File: src/sv/shuffled_lcg_random_generator_assert.svh
// ----------------------------------------------------------------------------
// Assertion macros for the shuffled LCG random generator
// Concurrent checks clocked on aclk and disabled while aresetn is low.
// ----------------------------------------------------------------------------
`ifndef SHUFFLED_LCG_RANDOM_GENERATOR_ASSERT_SVH
`define SHUFFLED_LCG_RANDOM_GENERATOR_ASSERT_SVH

// same-cycle implication
`define SRG_ASSERT_IMPL(lbl, ante, cons) \
    lbl: assert property (@(posedge aclk) disable iff (!aresetn) (ante) |-> (cons)) \
        else $error("srg: same-cycle check failed");

// next-cycle implication
`define SRG_ASSERT_NEXT(lbl, ante, cons) \
    lbl: assert property (@(posedge aclk) disable iff (!aresetn) (ante) |=> (cons)) \
        else $error("srg: next-cycle check failed");

`endif

File: src/sv/srg_pkg.sv
// ----------------------------------------------------------------------------
// srg_pkg
// Shared types and constants of the shuffled LCG random generator.
// ----------------------------------------------------------------------------
package srg_pkg;

    localparam logic [30:0] LCG_MOD       = 31'h7FFF_FFFF;
    localparam logic [14:0] LCG_MUL       = 15'd16807;
    localparam logic [30:0] SAT_LIMIT     = 31'd2147483389;
    localparam int          WARMUP_EXTRA  = 8;

    typedef struct packed {
        logic        warm;
        logic [30:0] start;
    } req_t;

    typedef struct packed {
        logic full;
        logic empty;
    } qstat_t;

endpackage

File: src/sv/srg_front.sv
// ----------------------------------------------------------------------------
// srg_front
// Accepts requests and classifies them as plain draws or warm-up draws.
// ----------------------------------------------------------------------------
module srg_front (
    input  logic               aclk,
    input  logic               aresetn,
    input  logic               s_valid,
    output logic               s_ready,
    input  logic               s_reseed,
    input  logic [30:0]        seed_value,
    output logic               push_valid,
    input  logic               push_ready,
    output srg_pkg::req_t      push_data
);

    logic        init_reg;
    logic        init_next;
    logic [30:0] seed_fixed;

    assign s_ready    = push_ready;
    assign push_valid = s_valid;

    assign seed_fixed = ((seed_value == srg_pkg::LCG_MOD) || (seed_value == 31'd0))
                        ? 31'd1 : seed_value;

    always_comb begin
        push_data.warm  = s_reseed || !init_reg;
        push_data.start = s_reseed ? seed_fixed : 31'd1;
        init_next       = init_reg || (s_valid && push_ready);
    end

    always_ff @(posedge aclk) begin
        if (!aresetn) begin
            init_reg <= 1'b0;
        end else begin
            init_reg <= init_next;
        end
    end

endmodule

File: src/sv/srg_queue.sv
// ----------------------------------------------------------------------------
// srg_queue
// Two-entry request queue between the front and the back.
// ----------------------------------------------------------------------------
module srg_queue (
    input  logic               aclk,
    input  logic               aresetn,
    input  logic               in_valid,
    output logic               in_ready,
    input  srg_pkg::req_t      in_data,
    output logic               out_valid,
    input  logic               out_ready,
    output srg_pkg::req_t      out_data,
    output srg_pkg::qstat_t    status
);

    srg_pkg::req_t entry_reg [2];
    logic          wr_ptr_reg;
    logic          wr_ptr_next;
    logic          rd_ptr_reg;
    logic          rd_ptr_next;
    logic [1:0]    count_reg;
    logic [1:0]    count_next;
    logic          push;
    logic          pop;

    assign in_ready     = (count_reg != 2'd2);
    assign out_valid    = (count_reg != 2'd0);
    assign out_data     = entry_reg[rd_ptr_reg];
    assign status.full  = (count_reg == 2'd2);
    assign status.empty = (count_reg == 2'd0);

    assign push = in_valid && in_ready;
    assign pop  = out_valid && out_ready;

    always_comb begin
        wr_ptr_next = wr_ptr_reg ^ push;
        rd_ptr_next = rd_ptr_reg ^ pop;
        count_next  = count_reg + 2'(push) - 2'(pop);
    end

    always_ff @(posedge aclk) begin
        if (push) begin
            entry_reg[wr_ptr_reg] <= in_data;
        end
    end

    always_ff @(posedge aclk) begin
        if (!aresetn) begin
            wr_ptr_reg <= 1'b0;
            rd_ptr_reg <= 1'b0;
            count_reg  <= 2'd0;
        end else begin
            wr_ptr_reg <= wr_ptr_next;
            rd_ptr_reg <= rd_ptr_next;
            count_reg  <= count_next;
        end
    end

endmodule

File: src/sv/srg_back.sv
// ----------------------------------------------------------------------------
// srg_back
// Runs warm-up and shuffled draws: shared multiply-mod unit, shuffle table
// memory, index divider and output register.
// ----------------------------------------------------------------------------
module srg_back #(
    parameter int TABLE_ENTRIES = 32
) (
    input  logic               aclk,
    input  logic               aresetn,
    input  logic               req_valid,
    output logic               req_ready,
    input  srg_pkg::req_t      req_data,
    output logic               m_valid,
    input  logic               m_ready,
    output logic [30:0]        m_sample,
    output logic               m_saturated,
    output logic               busy
);

    localparam int IDX_W = $clog2(TABLE_ENTRIES);
    localparam int CNT_W = $clog2(TABLE_ENTRIES + srg_pkg::WARMUP_EXTRA);
    localparam longint unsigned DIVISOR = 64'd1 + (64'd2147483646 / TABLE_ENTRIES);
    localparam longint unsigned RECIP   = (64'd1 << 40) / DIVISOR;
    localparam logic [30:0] DIV_C   = 31'(DIVISOR);
    localparam logic [15:0] RECIP_C = 16'(RECIP);
    localparam logic [CNT_W-1:0] CNT_START =
        CNT_W'(TABLE_ENTRIES + srg_pkg::WARMUP_EXTRA - 1);
    localparam logic [CNT_W-1:0] CNT_TABLE = CNT_W'(TABLE_ENTRIES);
    localparam logic [CNT_W-1:0] CNT_ONE   = CNT_W'(1);
    localparam logic [6:0] Q_LIMIT = 7'(TABLE_ENTRIES);
    localparam logic [6:0] Q_LAST  = 7'(TABLE_ENTRIES - 1);

    typedef enum logic [6:0] {
        ST_IDLE     = 7'b000_0001,
        ST_WARM_MUL = 7'b000_0010,
        ST_WARM_RED = 7'b000_0100,
        ST_DRAW_MUL = 7'b000_1000,
        ST_DRAW_RED = 7'b001_0000,
        ST_DRAW_IDX = 7'b010_0000,
        ST_DRAW_WR  = 7'b100_0000
    } state_t;

    logic [30:0]      table_mem [TABLE_ENTRIES];

    state_t           state_reg,     state_next;
    logic [CNT_W-1:0] cnt_reg,       cnt_next;
    logic [30:0]      lcg_reg,       lcg_next;
    logic [30:0]      last_reg,      last_next;
    logic [45:0]      prod_reg,      prod_next;
    logic [6:0]       q0_reg,        q0_next;
    logic [30:0]      qd_reg,        qd_next;
    logic [IDX_W-1:0] idx_reg,       idx_next;
    logic [30:0]      rd_data_reg;
    logic             out_valid_reg, out_valid_next;
    logic [30:0]      sample_reg,    sample_next;
    logic             sat_reg,       sat_next;

    logic [31:0]      fold_sum;
    logic [30:0]      reduced;
    logic [46:0]      recip_prod;
    logic [30:0]      rem;
    logic [6:0]       q_fix;
    logic [IDX_W-1:0] idx_sel;
    logic             wr_en;
    logic [IDX_W-1:0] wr_addr;
    logic [30:0]      wr_data;

    assign m_valid     = out_valid_reg;
    assign m_sample    = sample_reg;
    assign m_saturated = sat_reg;
    assign busy        = (state_reg != ST_IDLE);

    always_comb begin
        fold_sum   = {17'd0, prod_reg[45:31]} + {1'b0, prod_reg[30:0]};
        reduced    = (fold_sum >= {1'b0, srg_pkg::LCG_MOD})
                     ? 31'(fold_sum - {1'b0, srg_pkg::LCG_MOD}) : fold_sum[30:0];
        recip_prod = 47'(last_reg) * 47'(RECIP_C);
        rem        = last_reg - qd_reg;
        q_fix      = q0_reg + 7'(rem >= DIV_C);
        idx_sel    = (q_fix >= Q_LIMIT) ? Q_LAST[IDX_W-1:0] : q_fix[IDX_W-1:0];
    end

    always_comb begin
        state_next     = state_reg;
        cnt_next       = cnt_reg;
        lcg_next       = lcg_reg;
        last_next      = last_reg;
        prod_next      = prod_reg;
        q0_next        = q0_reg;
        qd_next        = qd_reg;
        idx_next       = idx_reg;
        out_valid_next = out_valid_reg && !m_ready;
        sample_next    = sample_reg;
        sat_next       = sat_reg;
        wr_en          = 1'b0;
        wr_addr        = idx_reg;
        wr_data        = lcg_reg;
        req_ready      = 1'b0;
        unique case (state_reg)
            ST_IDLE: begin
                req_ready = 1'b1;
                if (req_valid) begin
                    if (req_data.warm) begin
                        lcg_next   = req_data.start;
                        cnt_next   = CNT_START;
                        state_next = ST_WARM_MUL;
                    end else begin
                        state_next = ST_DRAW_MUL;
                    end
                end
            end
            ST_WARM_MUL: begin
                prod_next  = 46'(lcg_reg) * 46'(srg_pkg::LCG_MUL);
                state_next = ST_WARM_RED;
            end
            ST_WARM_RED: begin
                lcg_next = reduced;
                if (cnt_reg < CNT_TABLE) begin
                    wr_en   = 1'b1;
                    wr_addr = cnt_reg[IDX_W-1:0];
                    wr_data = reduced;
                end
                if (cnt_reg == '0) begin
                    last_next  = reduced;
                    state_next = ST_DRAW_MUL;
                end else begin
                    cnt_next   = cnt_reg - CNT_ONE;
                    state_next = ST_WARM_MUL;
                end
            end
            ST_DRAW_MUL: begin
                prod_next  = 46'(lcg_reg) * 46'(srg_pkg::LCG_MUL);
                q0_next    = recip_prod[46:40];
                state_next = ST_DRAW_RED;
            end
            ST_DRAW_RED: begin
                lcg_next   = reduced;
                qd_next    = 31'(38'(q0_reg) * 38'(DIV_C));
                state_next = ST_DRAW_IDX;
            end
            ST_DRAW_IDX: begin
                idx_next   = idx_sel;
                state_next = ST_DRAW_WR;
            end
            ST_DRAW_WR: begin
                if (!out_valid_reg || m_ready) begin
                    wr_en          = 1'b1;
                    last_next      = rd_data_reg;
                    out_valid_next = 1'b1;
                    sat_next       = (rd_data_reg > srg_pkg::SAT_LIMIT);
                    sample_next    = (rd_data_reg > srg_pkg::SAT_LIMIT)
                                     ? srg_pkg::SAT_LIMIT : rd_data_reg;
                    state_next     = ST_IDLE;
                end
            end
            default: begin
                state_next = ST_IDLE;
            end
        endcase
    end

    always_ff @(posedge aclk) begin
        if (wr_en) begin
            table_mem[wr_addr] <= wr_data;
        end
        if (state_reg == ST_DRAW_IDX) begin
            rd_data_reg <= table_mem[idx_sel];
        end
    end

    always_ff @(posedge aclk) begin
        cnt_reg    <= cnt_next;
        lcg_reg    <= lcg_next;
        last_reg   <= last_next;
        prod_reg   <= prod_next;
        q0_reg     <= q0_next;
        qd_reg     <= qd_next;
        idx_reg    <= idx_next;
        sample_reg <= sample_next;
        sat_reg    <= sat_next;
    end

    always_ff @(posedge aclk) begin
        if (!aresetn) begin
            state_reg     <= ST_IDLE;
            out_valid_reg <= 1'b0;
        end else begin
            state_reg     <= state_next;
            out_valid_reg <= out_valid_next;
        end
    end

endmodule

File: src/sv/shuffled_lcg_random_generator.sv
// ----------------------------------------------------------------------------
// shuffled_lcg_random_generator
// Minimal-standard generator behind a Bays-Durham shuffle table.
//
// Each request on s_valid/s_ready (field s_reseed) returns one result on
// m_valid/m_ready (m_sample, m_saturated). m_sample is a numerator over
// 2^31-1, clipped at 2147483389 with m_saturated set when clipped.
// cfg_valid/cfg_ready writes the seed register (cfg_ready is always high).
// A plain draw takes the back end through idle pickup, multiply, reduce,
// index divide and table read/write; the table memory port and the
// multiply-mod unit set these steps. A reseed request, and the first
// request after reset, first runs TABLE_ENTRIES + 8 warm-up steps, each a
// multiply state and a reduce state. Reset clears the control state and
// loads seed 123456; the first request then warms up from 1 unless it
// reseeds. When m_ready is low the result is held and the back end waits
// at its write step; the two-entry queue keeps taking requests until it
// is full.
// ----------------------------------------------------------------------------
module shuffled_lcg_random_generator #(
    parameter int TABLE_ENTRIES = 32
) (
    input  logic        aclk,
    input  logic        aresetn,
    input  logic        cfg_valid,
    output logic        cfg_ready,
    input  logic [30:0] cfg_seed_value,
    input  logic        s_valid,
    output logic        s_ready,
    input  logic        s_reseed,
    output logic        m_valid,
    input  logic        m_ready,
    output logic [30:0] m_sample,
    output logic        m_saturated
);

    `include "shuffled_lcg_random_generator_assert.svh"

    logic [30:0]     seed_reg;
    logic [30:0]     seed_next;
    logic            push_valid;
    logic            push_ready;
    srg_pkg::req_t   push_data;
    logic            pop_valid;
    logic            pop_ready;
    srg_pkg::req_t   pop_data;
    srg_pkg::qstat_t q_status;
    logic            back_busy;

    assign cfg_ready = 1'b1;
    assign seed_next = (cfg_valid && cfg_ready) ? cfg_seed_value : seed_reg;

    always_ff @(posedge aclk) begin
        if (!aresetn) begin
            seed_reg <= 31'd123456;
        end else begin
            seed_reg <= seed_next;
        end
    end

    srg_front u_front (
        .aclk       (aclk),
        .aresetn    (aresetn),
        .s_valid    (s_valid),
        .s_ready    (s_ready),
        .s_reseed   (s_reseed),
        .seed_value (seed_reg),
        .push_valid (push_valid),
        .push_ready (push_ready),
        .push_data  (push_data)
    );

    srg_queue u_queue (
        .aclk      (aclk),
        .aresetn   (aresetn),
        .in_valid  (push_valid),
        .in_ready  (push_ready),
        .in_data   (push_data),
        .out_valid (pop_valid),
        .out_ready (pop_ready),
        .out_data  (pop_data),
        .status    (q_status)
    );

    srg_back #(
        .TABLE_ENTRIES (TABLE_ENTRIES)
    ) u_back (
        .aclk        (aclk),
        .aresetn     (aresetn),
        .req_valid   (pop_valid),
        .req_ready   (pop_ready),
        .req_data    (pop_data),
        .m_valid     (m_valid),
        .m_ready     (m_ready),
        .m_sample    (m_sample),
        .m_saturated (m_saturated),
        .busy        (back_busy)
    );

    `SRG_ASSERT_NEXT(a_accept_queued, s_valid && s_ready, !q_status.empty)
    `SRG_ASSERT_IMPL(a_result_from_back, $rose(m_valid), $past(back_busy))
    `SRG_ASSERT_IMPL(a_stall_only_full, !s_ready, q_status.full)
    `SRG_ASSERT_IMPL(a_sat_clip, m_valid && m_saturated, m_sample == srg_pkg::SAT_LIMIT)

endmodule
File: config.mk
export PLATFORM = sky130hd
export DESIGN_NAME = shuffled_lcg_random_generator
export DESIGN_NICKNAME = d
export VERILOG_FILES = /design/src/sv/srg_pkg.sv /design/src/sv/srg_front.sv /design/src/sv/srg_queue.sv /design/src/sv/srg_back.sv /design/src/sv/shuffled_lcg_random_generator.sv
export VERILOG_INCLUDE_DIRS = /design/src /design/src/sv
export SDC_FILE = /design/constraint.sdc
export NUM_CORES = 2
export LEC_CHECK = 0
export BUFFER_PORTS_ARGS = -buffer_cell sky130_fd_sc_hd__buf_2
export CORE_MARGIN = 2
export CORE_UTILIZATION = 30
export DETAILED_ROUTE_END_ITERATION = 16
export PLACE_DENSITY_LB_ADDON = 0.12
export SYNTH_ARGS = -nofsm -noshare
export SYNTH_HDL_FRONTEND = slang
export SYNTH_SLANG_ARGS = --single-unit
File: constraint.sdc
create_clock -name aclk -period 8.45 [get_ports aclk]
set_input_delay 1.69 -clock aclk [delete_from_list [all_inputs] [get_ports aclk]]
set_output_delay 1.69 -clock aclk [all_outputs]
set_load 0.005 [all_outputs]
After elaboration in Yosys (flattened, before gate mapping). Memory sizes are Yosys's and may differ from the RTL's. A register that Yosys moved wholly into a read port is not among the register bits. Cells that the tools add are included.

Add/subtract/negate cells: 7. Multipliers: 1. Order comparisons: 5. Equal/unequal tests: 14. Mux-type cells: 34. Bitwise logic cells: 2. Reduce and logical (&&, ||, !) cells: 23.

Operators by type and width (count): 31-bit two-way mux (9); 31-bit case mux with 2 select lines (2); 7-bit case mux with 7 select lines (1); 31-bit by 15-bit multiplier with 46-bit output, second input constant (1); 15-bit by 31-bit adder with 32-bit output (1); 32-bit by 31-bit greater-or-equal comparator with 1-bit output, second input constant (1); 31-bit == test, second input constant (1); 31-bit by 27-bit greater-or-equal comparator with 1-bit output, second input constant (1); 31-bit greater-than comparator, second input constant (1); 31-bit logical NOT (1); 31-bit subtractor (1); 31-bit subtractor, second input constant (1); 6-bit two-way mux (3); 5-bit two-way mux (3); 7-bit two-way mux (2); 6-bit case mux with 2 select lines (1); 1-bit two-way mux (10); 4-bit two-way mux (2); 2-bit != test, second input constant (4); 2-bit nonzero test (4); 7-bit by 1-bit == test with 1-bit output, second input constant (1); 7-bit by 2-bit == test with 1-bit output, second input constant (1); 7-bit by 3-bit == test with 1-bit output, second input constant (1); 7-bit by 4-bit == test with 1-bit output, second input constant (1); other kinds (20) (32).

Register bits: 205. Bits in writable memories: 1056. Bits of input ports: 37. Output and inout bits: 35. Word-level logic and storage cells: 104. Memories: 2.

Memory list: u_back.table_mem (words 32, width 31, read ports 1, clocked after memory_dff 1, write ports 1, RTL line srg_back.sv:44) `logic [30:0] table_mem [TABLE_ENTRIES];`; u_queue.entry_reg (words 2, width 32, read ports 1, clocked after memory_dff 1, write ports 1, RTL line srg_queue.sv:17) `srg_pkg::req_t entry_reg [2];`.

Logic depth before layout (Yosys ltp).
Depth in word-level cells: 6. Depth in mapped cells: 23.

Cells and area by module. Synthesis repeated with hierarchy kept, for this count alone.

Cells, all modules: 3774. Area total of the unflattened synthesis: 58469.8 µm².

Modules (own cells, without submodules): srg_back (instances 1, cells each 3481, area each 54149.4 µm², sequential area each 34933.5 µm²); srg_queue (instances 1, cells each 126, area each 2617.5 µm², sequential area each 2021.9 µm²); shuffled_lcg_random_generator (instances 1, cells each 102, area each 1203.7 µm², sequential area each 620.6 µm²); srg_front (instances 1, cells each 65, area each 499.2 µm², sequential area each 20.0 µm²).

Worst setup path before layout. Ideal clock, no wire load.

Path kind: reg2reg. Start point: register u_back.lcg_reg[13]. End point: register u_back.prod_reg[44] (data pin). Data arrival time: 5.614 ns. Data required time: 8.184 ns. Path slack: 2.569 ns. Cell stages (with the launch flop): 24. Path buffers: 0. Path through: edfxtp_1 -> inv_1 -> fa_1 -> inv_1 -> ha_1 -> fa_1 -> inv_1 -> fa_1 -> inv_1 -> fa_1 -> inv_1 -> fa_1 -> inv_1 -> ha_1 -> and3_1 -> a31oi_1 -> o21ai_0 -> a31oi_1 -> o31a_1 -> o21ai_0 -> a31oi_1 -> o21ai_0 -> a41oi_1 -> o211ai_1.

Longest elaborated chain between the ends: 1.

Ends and longest elaborated chain: start, declared (RTL line srg_back.sv:48) `logic [30:0] lcg_reg, lcg_next;`; start signal, assigned (RTL line srg_back.sv:174) `lcg_reg <= lcg_next;`; 31-bit by 15-bit multiplier with 46-bit output (RTL line srg_back.sv:114, srg_back.sv:133); end signal, assigned (RTL line srg_back.sv:176) `prod_reg <= prod_next;`; end, declared (RTL line srg_back.sv:50) `logic [45:0] prod_reg, prod_next;`.

No other way between the ends. A chain may end at the register's enable or synchronous reset.

Worst setup path after layout.
Start point: register u_back.lcg_reg[11]. End point: register u_back.prod_reg[45] (data pin).

The elaborated chain is that of the path after synthesis.

==> key figures <==
Clock network
  – Cts bufs inserted: 145
  – H-tree depth: 4
  – CTS root buf: clkbuf_16
  – CTS Hold Bufs: 0
  – Post-CTS sizing: 0
  – Reg clk slew, reported paths: 60 ps
  – Max clock buf depth: 3
  – Worst-Skew Late Latency: 800 ps
  – Post-CTS Setup Bufs: 0
  – Sink Count: 1267
  – CTS tree: done

Detailed routing
  – Drt pass-1 iters: 7
  – Initial drt markers: 2711
  – Vias post-DR: 33460
  – Drt via density: 5.079
  – Post-Route WL: 170.1 mm
  – Wirelength per Cell: 25.82 um
  – Routed Antenna Nets: 0
  – # DRC: 0

Setup path
  – Worst r2r src: u_back.lcg_reg[11]
  – Crit Path Max Fanout: 6
  – R2R Setup Slk: 1730 ps
  – Arrival @ worst endpoint: 7250 ps
  – Reg-to-reg endpoint: u_back.prod_reg[45]
  – Max incr delay on CP: 550 ps
  – WP data required: 8980 ps
  – Worst-path cell with the longest stage delay: edfxtp_1
  – Crit path top cell by count: inv_1
  – Crit. Startpoint: u_back.lcg_reg[11]
  – Cell Chain, Critical Path: inv_1 -> fa_1 -> inv_1 -> ha_1 -> inv_1 -> fa_1 -> inv_1 -> ha_1 -> fa_1 -> inv_1 -> fa_1 -> inv_1 -> ha_1 -> and3_1 -> a31oi_1 -> o21ai_0 -> o211ai_1 -> a311oi_1 -> o2111ai_1 -> nand2_1 -> a221o_1 -> and2_1
  – Crit path launch type: register
  – Crit. End Element: register
  – Critical path type: reg2reg
  – Reg2reg path depth: 22

Yosys
  – Seq cells post-synth: 1267
  – Post-synth EDFFs: 1222
  – Top cells by area, synth: edfxtp_1 (63%), mux4_2 (4.8%), fa_1 (4.7%), ha_1 (4.6%), o221ai_1 (3.8%)
  – Synth top cells by count: edfxtp_1 (1222), inv_1 (308), a21oi_1 (258), o221ai_1 (248), ha_1 (215)
  – Post-synth ARST share: 0
  – Cell variety after synth: 82
  – Mapped Area: 57880 um2
  – Most common cell in the synthesized netlist: edfxtp_1
  – Ys Warns: 0
  – Synth Flop Type: edfxtp_1
  – Top-area cell type share of the netlist area: 0.6340
  – Sequential share of the synthesized area: 0.6496
  – Syn_nets: 4237
  – Syn avg cell area: 15.03 um2
  – Area leader, netlist: edfxtp_1
  – Cells after Synth: 3850

Global routing
  – First-pass GRT wire length: 246.9 mm
  – Grt total ovfl: 0
  – Largest net degree at the start of global routing: 111
  – GRT Util Overall: 0.1720
  – Initial antenna violation count: 4
  – Vias in the first global route: 34560

STA
  – Worst slew pin tran: 1224 ps
  – Slew Viols, Final: 0
  – RSZ-0062 raised after global routing: false
  – Max-slew headroom: 0.1794
  – Endpoints failing hold: 0
  – Setup_tns: 0 ps
  – Crit path time final: 6715 ps
  – Worst clock skew: 40.30 ps
  – Final setup fails: 0
  – Max frequency: 0.1489 GHz
  – Final worst slack: 1735 ps
  – Worst hold slack: 459.3 ps
  – Final period util: 0.7947

Finish
  – Area Growth Syn to Fin: 14.79%
  – Nets@finish: 4335
  – Number of fillers in the final layout: 18680
  – Fraction of layout cells with a size suffix above 1: 0.1493
  – Max FFs per register: 992
  – Layout Cells excl Fill: 6588

Placed design
  – Port Buf Inserts: 70
  – Dpl hpwl: 105.0 mm
  – Final RePlAce weighted congestion: 0.7945
  – Worst slack, placed: 1773 ps
  – Placed cells: 6327

Worst hold path
  – Worst Hold End: u_back.q0_reg[0]
  – Worst hold start: u_back.last_reg[26]
  – Hold Crit Depth: 0
  – Hold Path Class: reg2reg

Floorplan
  – Die Y: 443.2 um
  – CORE AREA: 192200 um2
  – Die width: 443.2 um
  – Die area: 196500 um2
  – # IOs: 72
  – Initial Util: 0.3012
  – Cell Rows: 161

Run status
  – Status: finished, final reports clean

Run
  – Max_cap viols: 0
## critical path, delay by kind of cell (launching register included)
family,cells,cell delay [ps]
adder cells (fa/ha/maj),7,3020
AO/OA/AOI/OAI,6,1820
AND/OR/NAND/NOR,3,600
flip-flops,1,550
buffers and inverters,6,430
## cells in the final DEF, fill, tap and decap left out, types with 97 or more instances in the layout
| cell type | count |
|---|---|
| inv_1 | 308 |
| ha_1 | 214 |
| o21ai_0 | 97 |
| edfxtp_1 | 1222 |
| o221ai_1 | 248 |
| nand2_1 | 187 |
| fa_1 | 135 |
| mux4_2 | 124 |
| buf_4 | 99 |
| clkbuf_16 | 146 |
| a21oi_1 | 255 |
## metrics by stage
stage,instance area (um2),utilization
finish,66440,0.3457
global route,66430,0.3457
detailed placement,61950,0.3224
global placement,61950,0.3224
floorplan,57880,-
CTS,66430,0.3457
## routing by layer
layer,vias up,track usage,part of all wire
li1,15080,-,-
met4,0,0.03857,0.017
met5,-,0,0
met1,17580,0.2464,0.47
met3,172,0.02145,0.036
met2,622,0.2787,0.48
## worst max path at each step
| stage | end | slack (ps) | cells past startpoint |
|---|---|---|---|
| finish | u_back.prod_reg[45] | 1730 | 22 |
| global route | u_back.prod_reg[44] | 1400 | 23 |
| CTS | u_back.prod_reg[45] | 1730 | 22 |
| detailed placement | u_back.prod_reg[45] | 1770 | 22 |
| global placement | u_back.prod_reg[44] | 1880 | 23 |
| floorplan | u_back.prod_reg[44] | 2570 | 23 |
## logic make-up after synthesis
kind of cell | Yosys count | synth area share
AO/OA/AOI/OAI | 868 | 0.1037
adder cells (fa/ha/maj) | 350 | 0.09318
flip-flops | 1267 | 0.6496
buffers and inverters | 536 | 0.03494
multiplexers | 179 | 0.05789
other | 1 | 0.00006479
AND/OR/NAND/NOR | 573 | 0.04914
XOR/XNOR | 76 | 0.01150
## area by class of cell
class | count | area (um2) | area share
diodes | 2 | 5.005 | 0.00007533
flip-flops and latches | 1267 | 37600 | 0.5659
repair buffers | 175 | 1214 | 0.01827
inverters | 312 | 1184 | 0.01782
multi-input cells | 2047 | 18790 | 0.2829
clock inverters | 67 | 636.9 | 0.009586
well taps | 2526 | 3161 | 0.04757
clock buffers | 192 | 3846 | 0.05789
Power is not shown: default switching activity piles up to over one toggle a cycle in this logic, so the estimate is an artifact.
